File: config.mk
export PLATFORM = sky130hd
export DESIGN_NAME = irrigation_pump_controller_core_flat
export DESIGN_NICKNAME = d
export VERILOG_FILES = /design/src/design/ipc_pkg.sv /design/src/design/ipc_sample_if.sv /design/src/design/ipc_result_if.sv /design/src/design/ipc_cfg_if.sv /design/src/design/ipc_ctrl.sv /design/src/design/ipc_datapath.sv /design/src/design/irrigation_pump_controller_core.sv /design/src/flat_wrapper.sv
export SDC_FILE = /design/constraint.sdc
export NUM_CORES = 1
export LEC_CHECK = 0
export BUFFER_PORTS_ARGS = -buffer_cell sky130_fd_sc_hd__buf_2
export CAP_MARGIN = 20
export CORE_MARGIN = 1
export CORE_UTILIZATION = 60
export CTS_BUF_LIST = sky130_fd_sc_hd__clkbuf_16
export DETAILED_ROUTE_END_ITERATION = 12
export PLACE_DENSITY_LB_ADDON = 0.25
export SYNTH_ARGS = -nofsm -noshare
export SYNTH_HDL_FRONTEND = slang
export SYNTH_SLANG_ARGS = --single-unit
File: constraint.sdc
create_clock -name clk -period 13.4 [get_ports clk]
set_input_delay 1.34 -clock clk [delete_from_list [all_inputs] [get_ports clk]]
set_output_delay 1.34 -clock clk [all_outputs]
set_load 0.02 [all_outputs]
File: src/design/ipc_pkg.sv
`default_nettype none

package ipc_pkg;

    // Default build widths
    localparam int TIME_BITS_DEF   = 32;
    localparam int SENSOR_BITS_DEF = 10;

    // Fixed field widths
    localparam int TEMP_W       = 11;
    localparam int PCT_W        = 7;
    localparam int MODE_W       = 2;
    localparam int EV_W         = 3;
    localparam int CFG_IDX_W    = 8;
    localparam int CFG_DATA_W   = 32;
    localparam int SENSOR_CFG_W = 10;
    localparam int MAX_PUMP_W   = 16;
    localparam int LONG_MS_W    = 24;

    // Full scale of the moisture map
    localparam logic [PCT_W-1:0] PCT_FULL = 7'd100;

    // Register reset values
    localparam logic [PCT_W-1:0]        DRY_TH_RST    = 7'd30;
    localparam logic [PCT_W-1:0]        SAT_TH_RST    = 7'd45;
    localparam logic [MAX_PUMP_W-1:0]   MAX_PUMP_RST  = 16'd500;
    localparam logic [LONG_MS_W-1:0]    MIN_GAP_RST   = 24'd10000;
    localparam logic [LONG_MS_W-1:0]    SOAK_RST      = 24'd15000;
    localparam logic [TEMP_W-1:0]       TEMP_LIM_RST  = 11'd300;
    localparam logic [SENSOR_CFG_W-1:0] SENS_DRY_RST  = 10'd1023;
    localparam logic [SENSOR_CFG_W-1:0] SENS_WET_RST  = 10'd300;

    // Register indexes
    localparam logic [CFG_IDX_W-1:0] REG_DRY_TH   = 8'd0;
    localparam logic [CFG_IDX_W-1:0] REG_SAT_TH   = 8'd1;
    localparam logic [CFG_IDX_W-1:0] REG_MAX_PUMP = 8'd2;
    localparam logic [CFG_IDX_W-1:0] REG_MIN_GAP  = 8'd3;
    localparam logic [CFG_IDX_W-1:0] REG_SOAK     = 8'd4;
    localparam logic [CFG_IDX_W-1:0] REG_TEMP_LIM = 8'd5;
    localparam logic [CFG_IDX_W-1:0] REG_SENS_DRY = 8'd6;
    localparam logic [CFG_IDX_W-1:0] REG_SENS_WET = 8'd7;

    // Pump modes
    localparam logic [MODE_W-1:0] MODE_IDLE  = 2'd0;
    localparam logic [MODE_W-1:0] MODE_WATER = 2'd1;
    localparam logic [MODE_W-1:0] MODE_SOAK  = 2'd2;

    // Event codes
    localparam logic [EV_W-1:0] EV_NONE  = 3'd0;
    localparam logic [EV_W-1:0] EV_START = 3'd1;
    localparam logic [EV_W-1:0] EV_HEAT  = 3'd2;
    localparam logic [EV_W-1:0] EV_STOP  = 3'd3;
    localparam logic [EV_W-1:0] EV_SOAK  = 3'd4;

    // Commands from the sequencer to the datapath
    typedef struct packed {
        logic load;
        logic prep;
        logic step;
        logic eval;
    } ipc_cmd_t;

endpackage

`default_nettype wire

File: src/design/ipc_sample_if.sv
`default_nettype none

interface ipc_sample_if #(
    parameter int TIME_BITS   = ipc_pkg::TIME_BITS_DEF,
    parameter int SENSOR_BITS = ipc_pkg::SENSOR_BITS_DEF
);
    import ipc_pkg::*;

    logic                    valid;
    logic                    ready;
    logic [SENSOR_BITS-1:0]  raw_moisture;
    logic signed [TEMP_W-1:0] temperature_tenths;
    logic                    temp_valid;
    logic [TIME_BITS-1:0]    now_ms;

    modport source (output valid, raw_moisture, temperature_tenths, temp_valid, now_ms,
                    input ready);
    modport sink   (input valid, raw_moisture, temperature_tenths, temp_valid, now_ms,
                    output ready);
endinterface

`default_nettype wire

File: src/design/ipc_result_if.sv
`default_nettype none

interface ipc_result_if;
    import ipc_pkg::*;

    logic              valid;
    logic              ready;
    logic [PCT_W-1:0]  moisture_percent;
    logic              temp_high;
    logic              wants_water;
    logic              pump_on;
    logic [MODE_W-1:0] mode;
    logic [EV_W-1:0]   event_res;

    modport source (output valid, moisture_percent, temp_high, wants_water, pump_on, mode,
                    event_res, input ready);
    modport sink   (input valid, moisture_percent, temp_high, wants_water, pump_on, mode,
                    event_res, output ready);
endinterface

`default_nettype wire

File: src/design/ipc_cfg_if.sv
`default_nettype none

interface ipc_cfg_if;
    import ipc_pkg::*;

    logic                  valid;
    logic                  ready;
    logic [CFG_IDX_W-1:0]  index;
    logic [CFG_DATA_W-1:0] data;

    modport source (output valid, index, data, input ready);
    modport sink   (input valid, index, data, output ready);
endinterface

`default_nettype wire

File: src/design/ipc_ctrl.sv
`default_nettype none

module ipc_ctrl (
    input  wire logic             clk,
    input  wire logic             rst_n,
    input  wire logic             in_valid,
    output logic                  in_ready,
    output logic                  out_valid,
    input  wire logic             out_ready,
    output ipc_pkg::ipc_cmd_t     cmd
);
    import ipc_pkg::*;

    localparam int CNT_W = $clog2(PCT_W);
    localparam logic [CNT_W-1:0] DIV_LAST = CNT_W'(PCT_W - 1);

    localparam logic [1:0] ST_IDLE = 2'd0;
    localparam logic [1:0] ST_PREP = 2'd1;
    localparam logic [1:0] ST_DIV  = 2'd2;
    localparam logic [1:0] ST_EVAL = 2'd3;

    logic [1:0]       state_reg, state_next;
    logic [CNT_W-1:0] cnt_reg, cnt_next;
    logic             out_valid_reg, out_valid_next;
    logic             out_free;

    // Result slot can take a new beat when empty or draining this cycle
    assign out_free  = !out_valid_reg || out_ready;
    assign in_ready  = (state_reg == ST_IDLE);
    assign out_valid = out_valid_reg;

    // Sequence one sample: capture, prepare, divide, evaluate
    always_comb
    begin
        state_next     = state_reg;
        cnt_next       = cnt_reg;
        out_valid_next = out_valid_reg && !out_ready;
        cmd            = '0;
        unique case (state_reg)
            ST_IDLE:
            begin
                if (in_valid)
                begin
                    cmd.load   = 1'b1;
                    state_next = ST_PREP;
                end
            end
            ST_PREP:
            begin
                cmd.prep   = 1'b1;
                cnt_next   = '0;
                state_next = ST_DIV;
            end
            ST_DIV:
            begin
                cmd.step = 1'b1;
                cnt_next = cnt_reg + 1'b1;
                if (cnt_reg == DIV_LAST)
                begin
                    state_next = ST_EVAL;
                end
            end
            ST_EVAL:
            begin
                if (out_free)
                begin
                    cmd.eval       = 1'b1;
                    out_valid_next = 1'b1;
                    state_next     = ST_IDLE;
                end
            end
            default:
            begin
                state_next = ST_IDLE;
            end
        endcase
    end

    always_ff @(posedge clk or negedge rst_n)
    begin
        if (!rst_n)
        begin
            state_reg     <= ST_IDLE;
            cnt_reg       <= '0;
            out_valid_reg <= 1'b0;
        end
        else
        begin
            state_reg     <= state_next;
            cnt_reg       <= cnt_next;
            out_valid_reg <= out_valid_next;
        end
    end

endmodule

`default_nettype wire

File: src/design/ipc_datapath.sv
`default_nettype none

module ipc_datapath #(
    parameter int TIME_BITS   = ipc_pkg::TIME_BITS_DEF,
    parameter int SENSOR_BITS = ipc_pkg::SENSOR_BITS_DEF
) (
    input  wire logic                            clk,
    input  wire logic                            rst_n,
    input  wire ipc_pkg::ipc_cmd_t               cmd,
    input  wire logic                            cfg_write,
    input  wire logic [ipc_pkg::CFG_IDX_W-1:0]   cfg_index,
    input  wire logic [ipc_pkg::CFG_DATA_W-1:0]  cfg_data,
    input  wire logic [SENSOR_BITS-1:0]          raw_moisture,
    input  wire logic signed [ipc_pkg::TEMP_W-1:0] temperature_tenths,
    input  wire logic                            temp_valid,
    input  wire logic [TIME_BITS-1:0]            now_ms,
    output logic [ipc_pkg::PCT_W-1:0]            moisture_percent,
    output logic                                 temp_high,
    output logic                                 wants_water,
    output logic                                 pump_on,
    output logic [ipc_pkg::MODE_W-1:0]           mode,
    output logic [ipc_pkg::EV_W-1:0]             event_res
);
    import ipc_pkg::*;

    localparam int DIFF_W = SENSOR_BITS + 1;
    localparam int REM_W  = SENSOR_BITS + PCT_W;
    localparam int CMP_W  = (TIME_BITS > LONG_MS_W) ? TIME_BITS : LONG_MS_W;

    // Configuration registers
    logic [PCT_W-1:0]         dry_th_reg, sat_th_reg;
    logic [MAX_PUMP_W-1:0]    max_pump_reg;
    logic [LONG_MS_W-1:0]     min_gap_reg, soak_ms_reg;
    logic signed [TEMP_W-1:0] temp_lim_reg;
    logic [SENSOR_CFG_W-1:0]  sens_dry_reg, sens_wet_reg;

    // Captured sample
    logic [SENSOR_BITS-1:0]   raw_reg;
    logic signed [TEMP_W-1:0] temp_reg;
    logic                     tvalid_reg;
    logic [TIME_BITS-1:0]     now_reg;

    // Divider and prepared flags
    logic [REM_W-1:0] rem_reg, dsh_reg;
    logic [PCT_W-1:0] quo_reg;
    logic             zero_out_reg, sat_reg, time_ge_reg;

    // Controller state
    logic                 pump_reg, pump_next;
    logic                 want_reg, want_next;
    logic                 soak_reg, soak_next;
    logic [TIME_BITS-1:0] last_water_reg, last_water_next;
    logic [TIME_BITS-1:0] pump_start_reg, pump_start_next;
    logic [TIME_BITS-1:0] soak_start_reg, soak_start_next;

    // Result register
    logic [PCT_W-1:0]  pct_out_reg;
    logic              hot_out_reg;
    logic [MODE_W-1:0] mode_next, mode_out_reg;
    logic [EV_W-1:0]   ev_next, ev_out_reg;

    // Prepare-stage signals
    logic [SENSOR_BITS-1:0]   dry_s, wet_s, mag_x, mag_d;
    logic [DIFF_W-1:0]        diff_x, diff_d;
    logic [TIME_BITS-1:0]     then_sel, elapsed;
    logic [LONG_MS_W-1:0]     limit_sel;

    // Evaluate-stage signals
    logic [PCT_W-1:0] pct;
    logic             hot, want_pre, is_dry, is_sat;

    // Write configuration registers
    always_ff @(posedge clk or negedge rst_n)
    begin
        if (!rst_n)
        begin
            dry_th_reg   <= DRY_TH_RST;
            sat_th_reg   <= SAT_TH_RST;
            max_pump_reg <= MAX_PUMP_RST;
            min_gap_reg  <= MIN_GAP_RST;
            soak_ms_reg  <= SOAK_RST;
            temp_lim_reg <= TEMP_LIM_RST;
            sens_dry_reg <= SENS_DRY_RST;
            sens_wet_reg <= SENS_WET_RST;
        end
        else if (cfg_write)
        begin
            unique case (cfg_index)
                REG_DRY_TH:   dry_th_reg   <= cfg_data[PCT_W-1:0];
                REG_SAT_TH:   sat_th_reg   <= cfg_data[PCT_W-1:0];
                REG_MAX_PUMP: max_pump_reg <= cfg_data[MAX_PUMP_W-1:0];
                REG_MIN_GAP:  min_gap_reg  <= cfg_data[LONG_MS_W-1:0];
                REG_SOAK:     soak_ms_reg  <= cfg_data[LONG_MS_W-1:0];
                REG_TEMP_LIM: temp_lim_reg <= cfg_data[TEMP_W-1:0];
                REG_SENS_DRY: sens_dry_reg <= cfg_data[SENSOR_CFG_W-1:0];
                REG_SENS_WET: sens_wet_reg <= cfg_data[SENSOR_CFG_W-1:0];
                default:      ;
            endcase
        end
    end

    // Capture the sample beat
    always_ff @(posedge clk)
    begin
        if (cmd.load)
        begin
            raw_reg    <= raw_moisture;
            temp_reg   <= temperature_tenths;
            tvalid_reg <= temp_valid;
            now_reg    <= now_ms;
        end
    end

    // Signed offsets from the dry point, as sign and magnitude
    assign dry_s  = SENSOR_BITS'(sens_dry_reg);
    assign wet_s  = SENSOR_BITS'(sens_wet_reg);
    assign diff_x = {1'b0, raw_reg} - {1'b0, dry_s};
    assign diff_d = {1'b0, wet_s} - {1'b0, dry_s};
    assign mag_x  = diff_x[DIFF_W-1] ? SENSOR_BITS'(-diff_x) : diff_x[SENSOR_BITS-1:0];
    assign mag_d  = diff_d[DIFF_W-1] ? SENSOR_BITS'(-diff_d) : diff_d[SENSOR_BITS-1:0];

    // Pick the running timer by the current mode
    always_comb
    begin
        if (soak_reg)
        begin
            then_sel  = soak_start_reg;
            limit_sel = soak_ms_reg;
        end
        else if (pump_reg)
        begin
            then_sel  = pump_start_reg;
            limit_sel = LONG_MS_W'(max_pump_reg);
        end
        else
        begin
            then_sel  = last_water_reg;
            limit_sel = min_gap_reg;
        end
    end

    assign elapsed = now_reg - then_sel;

    // Prepare flags, then divide one quotient bit per step
    always_ff @(posedge clk)
    begin
        if (cmd.prep)
        begin
            zero_out_reg <= (diff_d == '0) || (diff_x == '0) ||
                            (diff_x[DIFF_W-1] != diff_d[DIFF_W-1]);
            sat_reg      <= (mag_x >= mag_d);
            time_ge_reg  <= (CMP_W'(elapsed) >= CMP_W'(limit_sel));
            rem_reg      <= REM_W'(mag_x) * REM_W'(PCT_FULL);
            dsh_reg      <= REM_W'(mag_d) << (PCT_W - 1);
            quo_reg      <= '0;
        end
        else if (cmd.step)
        begin
            if (rem_reg >= dsh_reg)
            begin
                rem_reg <= rem_reg - dsh_reg;
                quo_reg <= {quo_reg[PCT_W-2:0], 1'b1};
            end
            else
            begin
                quo_reg <= {quo_reg[PCT_W-2:0], 1'b0};
            end
            dsh_reg <= dsh_reg >> 1;
        end
    end

    // Clamp: zero span or opposite signs give zero; past the span, full scale
    assign pct    = zero_out_reg ? '0 : (sat_reg ? PCT_FULL : quo_reg);
    assign hot    = tvalid_reg && (temp_reg > temp_lim_reg);
    assign is_dry = (pct <= dry_th_reg);
    assign is_sat = (pct >= sat_th_reg);

    always_comb
    begin
        if (is_dry)
        begin
            want_pre = 1'b1;
        end
        else if (is_sat)
        begin
            want_pre = 1'b0;
        end
        else
        begin
            want_pre = want_reg;
        end
    end

    // Advance the pump state machine
    always_comb
    begin
        pump_next       = pump_reg;
        want_next       = want_pre;
        soak_next       = soak_reg;
        last_water_next = last_water_reg;
        pump_start_next = pump_start_reg;
        soak_start_next = soak_start_reg;
        ev_next         = EV_NONE;
        if (hot && pump_reg)
        begin
            pump_next       = 1'b0;
            last_water_next = now_reg;
            ev_next         = EV_HEAT;
        end
        else if (soak_reg)
        begin
            if (time_ge_reg)
            begin
                soak_next = 1'b0;
                want_next = is_dry;
                ev_next   = EV_SOAK;
            end
        end
        else if (pump_reg)
        begin
            if (!want_pre || is_sat || time_ge_reg)
            begin
                pump_next       = 1'b0;
                last_water_next = now_reg;
                soak_next       = 1'b1;
                soak_start_next = now_reg;
                ev_next         = EV_STOP;
            end
        end
        else if (want_pre && is_dry && !hot && time_ge_reg)
        begin
            pump_next       = 1'b1;
            pump_start_next = now_reg;
            ev_next         = EV_START;
        end

        if (pump_next)
        begin
            mode_next = MODE_WATER;
        end
        else if (soak_next)
        begin
            mode_next = MODE_SOAK;
        end
        else
        begin
            mode_next = MODE_IDLE;
        end
    end

    always_ff @(posedge clk or negedge rst_n)
    begin
        if (!rst_n)
        begin
            pump_reg       <= 1'b0;
            want_reg       <= 1'b0;
            soak_reg       <= 1'b0;
            last_water_reg <= '0;
            pump_start_reg <= '0;
            soak_start_reg <= '0;
        end
        else if (cmd.eval)
        begin
            pump_reg       <= pump_next;
            want_reg       <= want_next;
            soak_reg       <= soak_next;
            last_water_reg <= last_water_next;
            pump_start_reg <= pump_start_next;
            soak_start_reg <= soak_start_next;
        end
    end

    // Hold the result beat
    always_ff @(posedge clk)
    begin
        if (cmd.eval)
        begin
            pct_out_reg  <= pct;
            hot_out_reg  <= hot;
            mode_out_reg <= mode_next;
            ev_out_reg   <= ev_next;
        end
    end

    assign moisture_percent = pct_out_reg;
    assign temp_high        = hot_out_reg;
    assign wants_water      = want_reg;
    assign pump_on          = pump_reg;
    assign mode             = mode_out_reg;
    assign event_res        = ev_out_reg;

endmodule

`default_nettype wire

File: src/design/irrigation_pump_controller_core.sv
// Irrigation pump controller core.
// in_ch carries one sample per beat: raw moisture reading, temperature in
// tenths of a degree with its valid flag, and a wrapping millisecond time.
// out_ch returns exactly one result beat per sample: moisture percent, heat
// flag, want-water flag, pump drive, pump mode and an event code.
// cfg_ch writes one register per beat (index 0..7); it is always ready and
// is meant to be used only while no sample is in flight.
// A sample is captured, prepared, divided by the restoring divider, which
// resolves one percent bit per cycle, and evaluated into the output
// register; no new sample is taken until the evaluate step is done.
// The result sits in an output register; while the receiver stalls it holds,
// and one more sample can be taken and worked up to the evaluate step,
// where it waits until the held beat is taken.
// Reset clears the pump state, timestamps and the result valid flag, and
// loads the default calibration and thresholds.
`default_nettype none

module irrigation_pump_controller_core #(
    parameter int TIME_BITS   = ipc_pkg::TIME_BITS_DEF,
    parameter int SENSOR_BITS = ipc_pkg::SENSOR_BITS_DEF
) (
    input  wire logic      clk,
    input  wire logic      rst_n,
    ipc_sample_if.sink     in_ch,
    ipc_result_if.source   out_ch,
    ipc_cfg_if.sink        cfg_ch
);
    import ipc_pkg::*;

    ipc_cmd_t cmd;

    assign cfg_ch.ready = 1'b1;

    ipc_ctrl u_ctrl (
        .clk       (clk),
        .rst_n     (rst_n),
        .in_valid  (in_ch.valid),
        .in_ready  (in_ch.ready),
        .out_valid (out_ch.valid),
        .out_ready (out_ch.ready),
        .cmd       (cmd)
    );

    ipc_datapath #(
        .TIME_BITS   (TIME_BITS),
        .SENSOR_BITS (SENSOR_BITS)
    ) u_datapath (
        .clk                (clk),
        .rst_n              (rst_n),
        .cmd                (cmd),
        .cfg_write          (cfg_ch.valid),
        .cfg_index          (cfg_ch.index),
        .cfg_data           (cfg_ch.data),
        .raw_moisture       (in_ch.raw_moisture),
        .temperature_tenths (in_ch.temperature_tenths),
        .temp_valid         (in_ch.temp_valid),
        .now_ms             (in_ch.now_ms),
        .moisture_percent   (out_ch.moisture_percent),
        .temp_high          (out_ch.temp_high),
        .wants_water        (out_ch.wants_water),
        .pump_on            (out_ch.pump_on),
        .mode               (out_ch.mode),
        .event_res          (out_ch.event_res)
    );

endmodule

`default_nettype wire

File: src/flat_wrapper.sv
// flat-port wrapper written by rule: the top's interface ports become plain ports
module irrigation_pump_controller_core_flat import ipc_pkg::*;
#(
    parameter int TIME_BITS   = ipc_pkg::TIME_BITS_DEF,
    parameter int SENSOR_BITS = ipc_pkg::SENSOR_BITS_DEF
)
  (clk, rst_n, in_ch_valid, in_ch_raw_moisture, in_ch_temperature_tenths, in_ch_temp_valid, in_ch_now_ms, in_ch_ready, out_ch_valid, out_ch_moisture_percent, out_ch_temp_high, out_ch_wants_water, out_ch_pump_on, out_ch_mode, out_ch_event_res, out_ch_ready, cfg_ch_valid, cfg_ch_index, cfg_ch_data, cfg_ch_ready);
  ipc_sample_if #(.TIME_BITS(TIME_BITS), .SENSOR_BITS(SENSOR_BITS)) in_ch_i ();
  ipc_result_if out_ch_i ();
  ipc_cfg_if cfg_ch_i ();
  input  wire logic clk;
  input  wire logic rst_n;
  input wire logic [$bits(in_ch_i.valid)-1:0] in_ch_valid;
  input wire logic [$bits(in_ch_i.raw_moisture)-1:0] in_ch_raw_moisture;
  input wire logic [$bits(in_ch_i.temperature_tenths)-1:0] in_ch_temperature_tenths;
  input wire logic [$bits(in_ch_i.temp_valid)-1:0] in_ch_temp_valid;
  input wire logic [$bits(in_ch_i.now_ms)-1:0] in_ch_now_ms;
  output wire logic [$bits(in_ch_i.ready)-1:0] in_ch_ready;
  output wire logic [$bits(out_ch_i.valid)-1:0] out_ch_valid;
  output wire logic [$bits(out_ch_i.moisture_percent)-1:0] out_ch_moisture_percent;
  output wire logic [$bits(out_ch_i.temp_high)-1:0] out_ch_temp_high;
  output wire logic [$bits(out_ch_i.wants_water)-1:0] out_ch_wants_water;
  output wire logic [$bits(out_ch_i.pump_on)-1:0] out_ch_pump_on;
  output wire logic [$bits(out_ch_i.mode)-1:0] out_ch_mode;
  output wire logic [$bits(out_ch_i.event_res)-1:0] out_ch_event_res;
  input wire logic [$bits(out_ch_i.ready)-1:0] out_ch_ready;
  input wire logic [$bits(cfg_ch_i.valid)-1:0] cfg_ch_valid;
  input wire logic [$bits(cfg_ch_i.index)-1:0] cfg_ch_index;
  input wire logic [$bits(cfg_ch_i.data)-1:0] cfg_ch_data;
  output wire logic [$bits(cfg_ch_i.ready)-1:0] cfg_ch_ready;
  assign in_ch_i.valid = in_ch_valid;
  assign in_ch_i.raw_moisture = in_ch_raw_moisture;
  assign in_ch_i.temperature_tenths = in_ch_temperature_tenths;
  assign in_ch_i.temp_valid = in_ch_temp_valid;
  assign in_ch_i.now_ms = in_ch_now_ms;
  assign in_ch_ready = in_ch_i.ready;
  assign out_ch_valid = out_ch_i.valid;
  assign out_ch_moisture_percent = out_ch_i.moisture_percent;
  assign out_ch_temp_high = out_ch_i.temp_high;
  assign out_ch_wants_water = out_ch_i.wants_water;
  assign out_ch_pump_on = out_ch_i.pump_on;
  assign out_ch_mode = out_ch_i.mode;
  assign out_ch_event_res = out_ch_i.event_res;
  assign out_ch_i.ready = out_ch_ready;
  assign cfg_ch_i.valid = cfg_ch_valid;
  assign cfg_ch_i.index = cfg_ch_index;
  assign cfg_ch_i.data = cfg_ch_data;
  assign cfg_ch_ready = cfg_ch_i.ready;
  irrigation_pump_controller_core #(.TIME_BITS(TIME_BITS), .SENSOR_BITS(SENSOR_BITS)) u_core (.clk(clk), .rst_n(rst_n), .in_ch(in_ch_i), .out_ch(out_ch_i), .cfg_ch(cfg_ch_i));
endmodule
# --- Word-level counts from Yosys, hierarchy flattened ---
# Cells that the tools add are included.
totals:
  register_bits: 324
  word_cells: 156
  inputBits: 99
  output_inout_bits: 18
op_classes:
  eq_ne: 16
  n_mux: 52
  n_addsub: 7
  bitwise_logic: 3
  multipliers: 1
  magnitude_cmp: 6
  reduce_logical: 38
op_table:
  columns: ["op", "count"]
  rows:
  - ["two-way mux 32 bit", 6]
  - ["two-way mux 17 bit", 3]
  - ["two-way mux 24 bit", 2]
  - ["== test 8 x 3 -> 1 bit (second input constant)", 4]
  - [">= comparator 32 x 24 -> 1 bit", 1]
  - ["two-way mux 16 bit", 2]
  - ["subtractor 32 bit", 1]
  - ["two-way mux 1 bit", 25]
  - ["zero test 11 bit", 2]
  - ["subtractor 10 x 10 -> 11 bit", 2]
  - ["two-way mux 10 bit", 2]
  - ["negation 10 bit", 2]
  - ["AND reduction 2 bit", 10]
  - [">= comparator 17 x 16 -> 1 bit", 1]
  - ["subtractor 17 x 16 -> 17 bit", 1]
  - ["== test 8 x 2 -> 1 bit (second input constant)", 2]
  - ["multiplier 10 x 5 -> 15 bit (second input constant)", 1]
  - ["two-way mux 7 bit", 2]
  - ["greater-than comparator 11 bit", 1]
  - [">= comparator 10 bit", 1]
  - ["two-way mux 2 bit", 5]
  - ["AND reduction 5 bit", 2]
  - ["nonzero test 2 bit", 5]
  - ["two-way mux 3 bit", 3]
  - ["other kinds (20)", 37]

# --- Longest topological paths before layout ---
# Gate-level depths: netlist of run 1.
depth:
  ltp_word: 13
  ltp_mapped: 24
  ltp_nobuf: 24

# --- Hierarchy ---
# From an unflattened synthesis of run 1, not the netlist that was laid out.
unflattened:
  cells_unflattened: 1662
  area_unflattened_um2: 18681.7
modules_own_cells:
  columns: ["module", "instances", "cells_per_inst", "area_each_um2"]
  rows:
  - ["ipc_datapath", 1, 1626, 18303.8]
  - ["ipc_ctrl", 1, 34, 366.6]
  - ["irrigation_pump_controller_core", 1, 2, 11.3]

# --- Worst setup path before layout of run 1 ---
# Ideal clock, no wire load.
synth_timing:
  path_kind: "flip-flop to flip-flop"
  from: "register u_core.u_datapath.pump_reg (netlist: u_core.u_datapath.pump_on)"
  to: "register u_core.u_datapath.time_ge_reg (data pin)"
  arrival_time_ns: 5.207
  path_stages_with_launch: 23
  n_path_buf: 3
  path_slack_ns: 7.919
  path_cell_list: "dfrtp_1 -> clkbuf_1 -> clkbuf_1 -> buf_1 -> mux2i_1 -> nor2_1 -> a21oi_1 -> fa_1 -> a21o_1 -> a221o_1 -> o221a_1 -> o31a_1 -> nor3_1 -> xnor2_1 -> ha_1 -> a21oi_1 -> a21oi_1 -> a2111oi_0 -> nor2_1 -> nor4_1 -> o211ai_1 -> a2111oi_2 -> nand4_1"
synth_via:
  elab_chain_cells: 4
  elab_cells_between_ends: 6
  cone_classes: "add/sub (1); order compare (1); mux (4)"
synth_rtl:
  columns: ["item", "line", "text"]
  rows:
  - ["start: declaration", "ipc_datapath.sv:49", "logic pump_reg, pump_next;"]
  - ["start signal: assignment", "ipc_datapath.sv:264", "pump_reg <= pump_next;"]
  - ["two-way mux 32 bit", "ipc_datapath.sv:130", "else if (pump_reg)"]
  - ["two-way mux 32 bit", "ipc_datapath.sv:125", "if (soak_reg)"]
  - ["subtractor 32 bit", "ipc_datapath.sv:142", "assign elapsed = now_reg - then_sel;"]
  - [">= comparator 32 x 24 -> 1 bit *", "ipc_datapath.sv:152", "time_ge_reg <= (CMP_W'(elapsed) >= CMP_W'(limit_sel));"]
  - ["end signal: assignment", "ipc_datapath.sv:152", null]
  - ["end: declaration", "ipc_datapath.sv:46", "logic zero_out_reg, sat_reg, time_ge_reg;"]
# Every way passes the cells marked *; elsewhere a longest branch is shown, timed or not.
# A chain may end at the register's enable or synchronous reset.

# --- Final worst setup path of run 1 ---
# Ends and elaborated chain as after synthesis.

==> impl_metrics.env, run 1 <==
export IMPL_status="complete, no violations"
export IMPL_end_kind="flop"
export IMPL_grt_setup_unrepaired="no"
export IMPL_r2r_start="u_core.u_datapath.pump_on$_DFFE_PN0P_"
export IMPL_delay_of_the_slowest_cell_on_the_worst_path_ns=0.68
export IMPL_cts_buffers_inserted=36
export IMPL_routed_wirelength_um=40000
export IMPL_crit_fanout=42
export IMPL_post_drt_wl_per_cell_um=17.9
export IMPL_p_sw_uw=2320
export IMPL_drc=0
export IMPL_floorplan_die_width_um=180
export IMPL_worst_slew_margin_rel_pct=39.2
export IMPL_ys_dominant_reg_cell="sky130_fd_sc_hd__dfrtp_1"
export IMPL_synth_area_sq_um=19000
export IMPL_cts_hold_buffers=0
export IMPL_ctsRootBufferMaster="sky130_fd_sc_hd__clkbuf_16"
export IMPL_design_final_nets=2076
export IMPL_power_report_internal_total_uw=3280
export IMPL_report_final_hold_viol_count=0
export IMPL_cts_tree="done"
export IMPL_min_period_ns=6.08
export IMPL_cts_root_to_sink_buffers=3
export IMPL_drive_above_1_share_pct=21.0
export IMPL_slew_violations=0
export IMPL_power_share_clock_pct=17.5
export IMPL_grt_usage_pct=25.1
export IMPL_detailedRoute_firstPassIterationCount=7
export IMPL_synth_yosys_seq_area_share_pct=45.1
export IMPL_grt_start_max_net_pins=83
export IMPL_cap_viol_max_count=0
export IMPL_critical_path_slowest_stage_cell="sky130_fd_sc_hd__buf_4"
export IMPL_critical_path_class="flop to flop"
export IMPL_htreeDepth=2
export IMPL_timing_critical_path_buf_inv=2
export IMPL_critPathLaunch="u_core.u_datapath.pump_on$_DFFE_PN0P_"
export IMPL_wire_length_of_the_first_global_routing_pass_um=66400
export IMPL_postSynthAreaPerCell_sq_um=11.2
export IMPL_fin_hold_ws_ns=0.483
export IMPL_placement_setup_worst_slack_ns=7.47
export IMPL_yosysTopAreaCellShare_pct=22.4
export IMPL_detail_route_iter0_violations=799
export IMPL_clock_latency_reported_for_the_late_side_of_the_worst_skew_pair_ns=0.52
export IMPL_path_delay_family="compound AO/OA/AOI/OAI gates"
export IMPL_area_growth_syn_to_layout_pct=11.3
export IMPL_row_count=64
export IMPL_power_ir_vdd_worst_mv=0.171
export IMPL_switching_share_pct=41.4
export IMPL_hold_path_class="flop to flop"
export IMPL_startpoint_type="flop"
export IMPL_post_drt_via_cell_ratio=5.90
export IMPL_critical_path_arrival_ns=6.32
export IMPL_path_depth=21
export IMPL_hold_path_depth=1
export IMPL_synthesis_instances=1697
export IMPL_fillCellCount=2320
export IMPL_i_o_pin_total=117
export IMPL_multi_input_area_sq_um=9830
export IMPL_die_height_um=180
export IMPL_post_synth_num_cell_types=85
export IMPL_min_period_over_period_pct=45.4
export IMPL_place_port_buffers=107
export IMPL_number_of_global_route_vias_before_repair=13200
export IMPL_ys_seq_elements=324
export IMPL_cts_repair_resized=0
export IMPL_ys_warn_count=0
export IMPL_setup_violations=0
export IMPL_fp_dieArea_sq_um=32400
export IMPL_final_setup_tns_ns=0
export IMPL_standard_cell_core_area_sq_um=30900
export IMPL_place_detailed_hpwl_um=28200
export IMPL_worst_r2r_cell_count=21
export IMPL_residual_overflow_from_global_routing=0
export IMPL_hold_start="u_core.u_datapath.last_water_reg[11]$_DFFE_PN0P_"
export IMPL_synth_net_count=1972
export IMPL_cts_repair_timing_setup_buffer_count=0
export IMPL_crit_path_frequent_cell="sky130_fd_sc_hd__ha_1"
export IMPL_synth_async_reset_ratio_pct=66.0
export IMPL_part_of_the_total_power_dissipated_in_sequential_elements_pct=27.2
export IMPL_finalWeightedCongestion=0.872
export IMPL_total_power_consumption_uw=5600
export IMPL_power_density_over_the_cells_nw_per_um2=265
export IMPL_synth_area_top_cells="sky130_fd_sc_hd__dfrtp_1, sky130_fd_sc_hd__edfxtp_1, sky130_fd_sc_hd__ha_1, sky130_fd_sc_hd__mux2_2, sky130_fd_sc_hd__dfstp_2"
export IMPL_initial_antenna_violation_count=1
export IMPL_register_area_sq_um=8570
export IMPL_cts_reportedPaths_clkPinSlew_ns=0.06
export IMPL_worstPathCellList="buf_4 > mux2i_1 > o21ai_0 > ha_1 > inv_1 > fa_1 > a21o_1 > a221o_1 > o22ai_1 > nand2_1 > a211oi_2 > xnor2_1 > ha_1 > nand3_1 > a21oi_1 > a2111oi_0 > nor2_1 > nor4_1 > o211ai_1 > a2111oi_2 > nand4_1"
export IMPL_worst_endpoint_required_ns=13.64
export IMPL_clock_fmax_mhz=164
export IMPL_ant_nets=0
export IMPL_route_vias_total=13100
export IMPL_final_common_cell="sky130_fd_sc_hd__dfrtp_1"
export IMPL_synth_edf_count=95
export IMPL_initial_utilization_pct=61.5
export IMPL_final_cell_mix="sky130_fd_sc_hd__dfrtp_1, sky130_fd_sc_hd__ha_1, sky130_fd_sc_hd__mux2_2"
export IMPL_static_leakage_power_uw=0.00943
export IMPL_final_setup_worst_slack_ns=7.32
export IMPL_worst_slew_pin_slew_ns=0.904
export IMPL_post_synth_top_area_cell="sky130_fd_sc_hd__dfrtp_1"
export IMPL_cts_sinks=324
export IMPL_power_frac_comb_pct=55.3
export IMPL_final_setup_skew_ns=0.0259
[cells in the mapped netlist, drive strengths merged (12+ instances only)]
| cell | n |
|---|---|
| mux2 | 200 |
| dfrtp | 170 |
| ha | 167 |
| a21oi | 127 |
| nor2 | 125 |
| inv | 96 |
| edfxtp | 95 |
| nand2 | 86 |
| mux2i | 74 |
| o21ai | 70 |
| dfstp | 44 |
| xnor2 | 43 |
| a21o | 36 |
| clkbuf | 35 |
| xor2 | 35 |
| o31ai | 23 |
| buf | 22 |
| nor2b | 21 |
| nor3 | 17 |
| nand3 | 16 |
| dfxtp | 15 |
| nand2b | 13 |
| o21a | 13 |
| nand4 | 12 |
[kinds of logic after synthesis]
group,count (synthesis),synth area share (%)
xor+xnor,78,3.59
other cells,1,0.0197
compound gates,353,12.0
flops,324,45.1
mux,274,15.7
buf+inv,153,3.27
fa+ha+maj,176,11.9
simple gates,338,8.41
[layout make-up]
class	instances	share of cell area, %
multi-input combinational	1220	46.5
sequential	324	40.5
clock buffer	39	4.62
timing repair buffer	123	3.30
tap	396	2.34
inverter	96	1.70
clock inverter	27	0.988
antenna	1	0.0118
[worst paths after layout]
check	end	slack (ns)
max in group asynchronous	u_core.u_datapath.pump_on$_DFFE_PN0P_	11.21
worst max-delay path	u_core.u_datapath.time_ge_reg$_DFFE_PP_	7.32
min in group asynchronous	u_core.u_datapath.pump_start_reg[10]$_DFFE_PN0P_	0.78
worst min-delay path	u_core.u_datapath.last_water_reg[11]$_DFFE_PN0P_	0.48
worst max register to register	u_core.u_datapath.time_ge_reg$_DFFE_PP_	7.32
worst min register to register	u_core.u_datapath.last_water_reg[11]$_DFFE_PN0P_	0.48
[power groups by stage]
stage          Sequential [uW]  Clock [uW]  Combinational [uW]
4_1_cts                   1520        1000                3090
5_1_grt                   1560        1040                3510
2_1_floorplan             1480           0                2450
3_5_place_dp              1540           0                3060
3_3_place_gp              1520           0                2980
6_report                  1520         982                3100
[stage by stage]
stage	utilization, %	instances	cell area, sq um
floorplan	-	1697	19000
global placement	64.4	2157	19900
detailed placement	64.4	2157	19900
CTS	68.2	2223	21100
global route	68.4	2226	21100
finish	68.4	2226	21100
[routing by layer]
layer | track usage, % | wire [um] | vias to the layer above
met5 | 0 | 0 | -
met4 | 6.59 | 796 | 0
met3 | 3.50 | 1670 | 61
met2 | 41.5 | 18800 | 277
met1 | 34.8 | 18700 | 6434
li1 | - | - | 6362
No activity file was read; power rests on OpenSTA's default activity.
==> inputs of run 2 (changes only) <==
==> constraint.sdc (replaced) <==
create_clock -name clk -period 6.1 [get_ports clk]
set_input_delay 0.61 -clock clk [delete_from_list [all_inputs] [get_ports clk]]
set_output_delay 0.61 -clock clk [all_outputs]
set_load 0.02 [all_outputs]
==> run 2 against run 1 <==
Against the previous run:
- combinational power grew 120%
- clock power is 120% higher
- clock skew decreased by 0.0018 ns
- highest routed layer unchanged
- critical path type unchanged
- first-iteration DRC count decreased by 12%
- largest cell class unchanged
- cell count increased by 0.13%
- die area unchanged
==> impl_metrics.env, run 2 (synthesized netlist as in run 1, its figures left out) <==
export IMPL_clock_latency_reported_for_the_late_side_of_the_worst_skew_pair_ns=0.54
export IMPL_route_vias_total=13100
export IMPL_clock_fmax_mhz=173
export IMPL_critical_path_slowest_stage_cell="sky130_fd_sc_hd__fa_1"
export IMPL_wl_met3_um=1590
export IMPL_cts_sinks=324
export IMPL_detailedRoute_firstPassIterationCount=5
export IMPL_report_final_hold_viol_count=0
export IMPL_grt_setup_unrepaired="no"
export IMPL_part_of_the_total_power_dissipated_in_sequential_elements_pct=27.1
export IMPL_cts_hold_buffers=0
export IMPL_critical_path_arrival_ns=6.01
export IMPL_hold_path_class="input pin to async pin"
export IMPL_cts_buffers_inserted=37
export IMPL_cts_reportedPaths_clkPinSlew_ns=0.06
export IMPL_power_frac_comb_pct=55.7
export IMPL_place_detailed_hpwl_um=28800
export IMPL_ctsRootBufferMaster="sky130_fd_sc_hd__clkbuf_16"
export IMPL_final_setup_skew_ns=0.0242
export IMPL_fin_hold_ws_ns=0.196
export IMPL_power_ir_vdd_worst_mv=0.337
export IMPL_crit_fanout=6
export IMPL_row_count=64
export IMPL_power_share_clock_pct=17.2
export IMPL_cts_repair_timing_setup_buffer_count=0
export IMPL_drc=0
export IMPL_status="complete, no violations"
export IMPL_worstPathCellList="inv_1 > ha_1 > fa_1 > nor2b_1 > o21ai_2 > a21oi_2 > o21ai_1 > a21oi_1 > a31o_2 > nor2_1 > xnor2_1 > ha_1 > ha_1 > fa_1 > ha_1 > a21o_1 > a21o_1 > a21o_1 > a21oi_1 > o21ai_0 > a31oi_1 > xnor2_1 > nand2_1 > o31ai_1"
export IMPL_htreeDepth=2
export IMPL_stdcell_count=2229
export IMPL_standard_cell_core_area_sq_um=30900
export IMPL_top_layer_used="met4"
export IMPL_place_port_buffers=107
export IMPL_cap_viol_max_count=0
export IMPL_drive_above_1_share_pct=21.2
export IMPL_critical_path_class="flop to flop"
export IMPL_cts_tree="done"
export IMPL_cts_repair_resized=0
export IMPL_residual_overflow_from_global_routing=0
export IMPL_initial_utilization_pct=61.5
export IMPL_i_o_pin_total=117
export IMPL_number_of_global_route_vias_before_repair=13100
export IMPL_worst_slew_pin_slew_ns=0.975
export IMPL_slew_violations=0
export IMPL_detail_route_iter0_violations=706
export IMPL_p_sw_uw=5180
export IMPL_grt_start_max_net_pins=119
export IMPL_initial_antenna_violation_count=1
export IMPL_cts_root_to_sink_buffers=3
export IMPL_final_core_utilization_pct=68.4
export IMPL_end_kind="flop"
export IMPL_wirelength_met1_um=19100
export IMPL_area_growth_syn_to_layout_pct=11.2
export IMPL_dr_wl_met2_um=18700
export IMPL_setup_violations=0
export IMPL_worst_endpoint_required_ns=6.34
export IMPL_finalWeightedCongestion=0.907
export IMPL_crit_path_frequent_cell="sky130_fd_sc_hd__ha_1"
export IMPL_placement_setup_worst_slack_ns=0.436
export IMPL_worst_slew_margin_rel_pct=35.0
export IMPL_floorplan_die_width_um=180
export IMPL_wire_length_of_the_first_global_routing_pass_um=66200
export IMPL_dp_cells=2158
export IMPL_grt_usage_pct=25.2
export IMPL_design_final_nets=2078
export IMPL_ant_nets=0
export IMPL_final_common_cell="sky130_fd_sc_hd__dfrtp_1"
export IMPL_final_setup_worst_slack_ns=0.336
export IMPL_routed_wirelength_um=40100
export IMPL_final_cell_mix="sky130_fd_sc_hd__dfrtp_1, sky130_fd_sc_hd__ha_1, sky130_fd_sc_hd__mux2_2"
export IMPL_startpoint_type="flop"
export IMPL_delay_of_the_slowest_cell_on_the_worst_path_ns=0.47
export IMPL_final_setup_tns_ns=0
export IMPL_static_leakage_power_uw=0.00944
export IMPL_post_drt_via_cell_ratio=5.89
export IMPL_post_drt_wl_per_cell_um=18.0
export IMPL_power_report_internal_total_uw=7170
export IMPL_power_density_over_the_cells_nw_per_um2=584
export IMPL_switching_share_pct=41.9
export IMPL_fp_dieArea_sq_um=32400
export IMPL_die_height_um=180
export IMPL_min_period_ns=5.76
export IMPL_min_period_over_period_pct=94.5
[run 2: cell count changes in the layout (fill, tap and decap cells not counted), sizes merged]
| cell | previous run | this run |
|---|---|---|
| clkinv | 9 | 17 |
| clkinvlp | 4 | 2 |
| inv | 107 | 105 |
| buf | 122 | 123 |
| bufinv | 3 | 2 |
| clkbuf | 40 | 39 |
[run 2: metrics by stage]
stage	cell area [sq um]	power, uW
after CTS	21100	12400
after global routing	21100	13400
final	21100	12300
after floorplan	19000	8650
after global placement	19900	9900
after detailed placement	19900	10100
[run 2: worst paths after layout]
| path | to | cells after the start | slack (ns) | start |
|---|---|---|---|---|
| max | u_core.u_datapath.rem_reg[16]$_DFFE_PP_ | 24 | 0.34 | u_core.u_datapath.raw_reg[0]$_DFFE_PP_ |
| min | u_core.u_datapath.last_water_reg[10]$_DFFE_PN0P_ | 1 | 0.20 | rst_n |
| max reg2reg | u_core.u_datapath.rem_reg[16]$_DFFE_PP_ | 24 | 0.34 | u_core.u_datapath.raw_reg[0]$_DFFE_PP_ |
| min reg2reg | u_core.u_datapath.last_water_reg[25]$_DFFE_PN0P_ | 1 | 0.48 | u_core.u_datapath.last_water_reg[25]$_DFFE_PN0P_ |
| max in group asynchronous | u_core.u_datapath.temp_lim_reg[6]$_DFFE_PN0P_ | 2 | 4.38 | rst_n |
| min in group clk | u_core.u_datapath.now_reg[11]$_DFFE_PP_ | 1 | 0.24 | in_ch_now_ms[11] |
[run 2: final cells by class]
cell class	instances	area, sq um
multi-input cells	1220	9830
fillers	2310	9780
flip-flops and latches	324	8570
clock buffers	38	951
repair buffers	124	704
well taps	396	495
inverters	96	360
clock inverters	30	216
diodes	1	2.50
[run 2: critical path: cells and delay by family, from the launching register on]
kind                       cells  cell delay, ns
DFF                            1            0.36
adders and majority gates      6            2.12
and+or+nand+nor                3            0.30
buffers and inverters          1            0.05
xor gates and xnor gates       2            0.45
AOI/OAI and AO/OA             12            2.19
[run 2: power groups by stage]
stage	combinational, uW	sequential, uW	clock (uW)
after floorplan	5390	3250	0
after global placement	6560	3340	0
after detailed placement	6760	3380	0
after CTS	6860	3340	2160
after global routing	7750	3420	2250
final	6880	3350	2120
[run 2: layer usage]
| layer | up-vias | GRT usage (%) |
|---|---|---|
| met2 | 286 | 41.4 |
| met4 | 0 | 6.10 |
| met5 | - | 0 |
| met3 | 68 | 3.67 |
| met1 | 6402 | 35.2 |
| li1 | 6362 | - |
==> inputs of run 3 (changes only) <==
--- a/config.mk
+++ b/config.mk
@@ -8,7 +8,7 @@
 export BUFFER_PORTS_ARGS = -buffer_cell sky130_fd_sc_hd__buf_2
 export CAP_MARGIN = 20
 export CORE_MARGIN = 1
-export CORE_UTILIZATION = 60
+export CORE_UTILIZATION = 30
 export CTS_BUF_LIST = sky130_fd_sc_hd__clkbuf_16
 export DETAILED_ROUTE_END_ITERATION = 12
 export PLACE_DENSITY_LB_ADDON = 0.25
==> run 3 against run 2 <==
Against the previous run:
- cell count increased by 20%
- non-clock buffer count is 3 higher
- maximum frequency is 1.9% higher
- critical endpoint unchanged
- core utilization decreased by 33 points
- critical path depth unchanged
- register-to-register slack improved by 0.11 ns
- clock power is 5% higher
==> impl_metrics.env, run 3 (synthesized netlist as in run 1, its figures left out) <==
export IMPL_status="complete, no violations"
export IMPL_worst_r2r_cell_count=24
export IMPL_finalWeightedCongestion=0.870
export IMPL_startpoint_type="flop"
export IMPL_cts_sinks=324
export IMPL_power_ir_vdd_worst_mv=0.294
export IMPL_cap_viol_max_count=0
export IMPL_place_port_buffers=107
export IMPL_placement_cell_area_sq_um=20500
export IMPL_report_final_hold_viol_count=0
export IMPL_worst_endpoint_required_ns=6.39
export IMPL_design_final_nets=2084
export IMPL_die_height_um=254
export IMPL_hold_path_class="input pin to async pin"
export IMPL_slew_violations=0
export IMPL_reg2reg_to="u_core.u_datapath.rem_reg[16]$_DFFE_PP_"
export IMPL_final_area_sq_um=21700
export IMPL_worstPathCellList="inv_1 > ha_1 > fa_1 > nor2b_1 > o21ai_2 > a21oi_2 > o21ai_1 > a21oi_1 > a31oi_1 > nand2_1 > xor2_1 > ha_1 > ha_1 > fa_1 > ha_1 > a21o_1 > a21o_1 > a21o_1 > a21oi_1 > o21ai_0 > a31oi_1 > xnor2_1 > nand2_1 > o31ai_1"
export IMPL_post_drt_via_cell_ratio=4.86
export IMPL_final_setup_skew_ns=0.0134
export IMPL_static_leakage_power_uw=0.00952
export IMPL_wire_length_of_the_first_global_routing_pass_um=73400
export IMPL_ant_nets=0
export IMPL_number_of_global_route_vias_before_repair=13400
export IMPL_cts_buffers_inserted=40
export IMPL_delay_of_the_slowest_cell_on_the_worst_path_ns=0.46
export IMPL_min_period_over_period_pct=92.8
export IMPL_clock_fmax_mhz=177
export IMPL_htreeDepth=2
export IMPL_path_depth=24
export IMPL_cts_root_to_sink_buffers=3
export IMPL_grt_setup_unrepaired="no"
export IMPL_worst_slew_pin_slew_ns=0.943
export IMPL_cts_reportedPaths_clkPinSlew_ns=0.06
export IMPL_timing_critical_path_buf_inv=1
export IMPL_critPathLaunch="u_core.u_datapath.raw_reg[0]$_DFFE_PP_"
export IMPL_setup_violations=0
export IMPL_final_common_cell="sky130_fd_sc_hd__dfrtp_1"
export IMPL_min_period_ns=5.66
export IMPL_r2r_start="u_core.u_datapath.raw_reg[0]$_DFFE_PP_"
export IMPL_standard_cell_core_area_sq_um=62200
export IMPL_detail_route_iter0_violations=485
export IMPL_floorplan_die_width_um=254
export IMPL_crit_fanout=5
export IMPL_crit_path_frequent_cell="sky130_fd_sc_hd__ha_1"
export IMPL_drc=0
export IMPL_area_growth_syn_to_layout_pct=14.4
export IMPL_route_vias_total=13000
export IMPL_critical_path_arrival_ns=5.95
export IMPL_path_delay_family="adder cells"
export IMPL_place_detailed_hpwl_um=33000
export IMPL_i_o_pin_total=117
export IMPL_critical_path_class="flop to flop"
export IMPL_cts_tree="done"
export IMPL_final_cell_mix="sky130_fd_sc_hd__dfrtp_1, sky130_fd_sc_hd__ha_1, sky130_fd_sc_hd__mux2_2"
export IMPL_fp_dieArea_sq_um=64400
export IMPL_critPathCapture="u_core.u_datapath.rem_reg[16]$_DFFE_PP_"
export IMPL_clock_latency_reported_for_the_late_side_of_the_worst_skew_pair_ns=0.56
export IMPL_rrSetupSlack_ns=0.44
export IMPL_residual_overflow_from_global_routing=0
export IMPL_critical_path_slowest_stage_cell="sky130_fd_sc_hd__fa_1"
export IMPL_worst_slew_margin_rel_pct=36.6
export IMPL_post_drt_wl_per_cell_um=17.0
export IMPL_final_setup_tns_ns=0
export IMPL_routed_wirelength_um=45600
export IMPL_end_kind="flop"
export IMPL_grt_start_max_net_pins=118
export IMPL_fin_hold_ws_ns=0.127
export IMPL_row_count=91
export IMPL_drive_above_1_share_pct=21.3
export IMPL_ctsRootBufferMaster="sky130_fd_sc_hd__clkbuf_16"
export IMPL_total_power_consumption_uw=12500
export IMPL_initial_antenna_violation_count=2
export IMPL_grt_usage_pct=14.6
export IMPL_power_density_over_the_cells_nw_per_um2=573
export IMPL_initial_utilization_pct=30.6
export IMPL_detailedRoute_firstPassIterationCount=5
run 3: changes by cell type in the layout (fill, tap and decap cells not counted), sizes merged:
cell,previous run,this run
buf,123,127
bufinv,2,1
clkbuf,39,42
clkinv,17,10
clkinvlp,2,0
diode,1,2
inv,105,117
run 3: how the worst min path moves through the flow:
stage | to | cells past startpoint | slack (ns)
CTS | u_core.u_datapath.min_gap_reg[20]$_DFFE_PN0P_ | 1 | 0.15
global placement | u_core.u_datapath.last_water_reg[14]$_DFFE_PN0P_ | 1 | 0.47
detailed placement | u_core.u_datapath.last_water_reg[13]$_DFFE_PN0P_ | 1 | 0.47
floorplan | u_core.u_ctrl.cnt_reg[0]$_DFFE_PN0P_ | 0 | 0.31
global route | u_core.u_datapath.min_gap_reg[20]$_DFFE_PN0P_ | 1 | 0.18
finish | u_core.u_datapath.min_gap_reg[20]$_DFFE_PN0P_ | 1 | 0.13
run 3: area by class of cell:
class	instances	area (sq um)
tap	837	1050
fill	6297	40400
clock inverter	32	174
timing repair buffer	127	696
multi-input combinational	1220	9840
inverter	96	360
antenna	2	5.00
clock buffer	42	1050
sequential	324	8570
run 3: routing by layer:
layer,vias up,part of all wire [%],track usage (%)
met2,202,48,24.9
met5,-,0,0
met3,58,4.5,2.69
met1,6387,45,18.6
met4,0,2.4,4.15
li1,6389,-,-
run 3: stage by stage:
stage	std cells	util [%]	setup WS, ns
global placement	2604	33.0	0.368
floorplan	1697	-	0.619
global route	2678	35.0	0.0584
finish	2680	35.0	0.441
CTS	2678	35.0	0.326
detailed placement	2604	33.0	0.357
run 3: what timing repair did:
item,in CTS,in global routing
endpoints found under the setup margin,0,1
buffers inserted,0,0
gates resized for setup,0,1
hold buffers,0,0
hold endpoints to repair,0,0
run 3: worst register-to-register path: stages, from the launching register on:
cell	delay, ns
sky130_fd_sc_hd__edfxtp_1	0.36
sky130_fd_sc_hd__inv_1	0.05
sky130_fd_sc_hd__ha_1	0.26
sky130_fd_sc_hd__fa_1	0.43
sky130_fd_sc_hd__nor2b_1	0.15
sky130_fd_sc_hd__o21ai_2	0.08
sky130_fd_sc_hd__a21oi_2	0.18
sky130_fd_sc_hd__o21ai_1	0.11
sky130_fd_sc_hd__a21oi_1	0.25
sky130_fd_sc_hd__a31oi_1	0.20
sky130_fd_sc_hd__nand2_1	0.11
sky130_fd_sc_hd__xor2_1	0.38
sky130_fd_sc_hd__ha_1	0.32
sky130_fd_sc_hd__ha_1	0.31
sky130_fd_sc_hd__fa_1	0.46
sky130_fd_sc_hd__ha_1	0.35
sky130_fd_sc_hd__a21o_1	0.19
sky130_fd_sc_hd__a21o_1	0.19
sky130_fd_sc_hd__a21o_1	0.18
sky130_fd_sc_hd__a21oi_1	0.21
sky130_fd_sc_hd__o21ai_0	0.17
sky130_fd_sc_hd__a31oi_1	0.22
sky130_fd_sc_hd__xnor2_1	0.08
sky130_fd_sc_hd__nand2_1	0.07
sky130_fd_sc_hd__o31ai_1	0.07
run 3: report_power, final:
group          switching (uW)  internal [uW]  total (uW)
Combinational            3940           2970        6900
Sequential                348           2980        3330
Clock                     940           1290        2230
Total                    5220           7230       12500
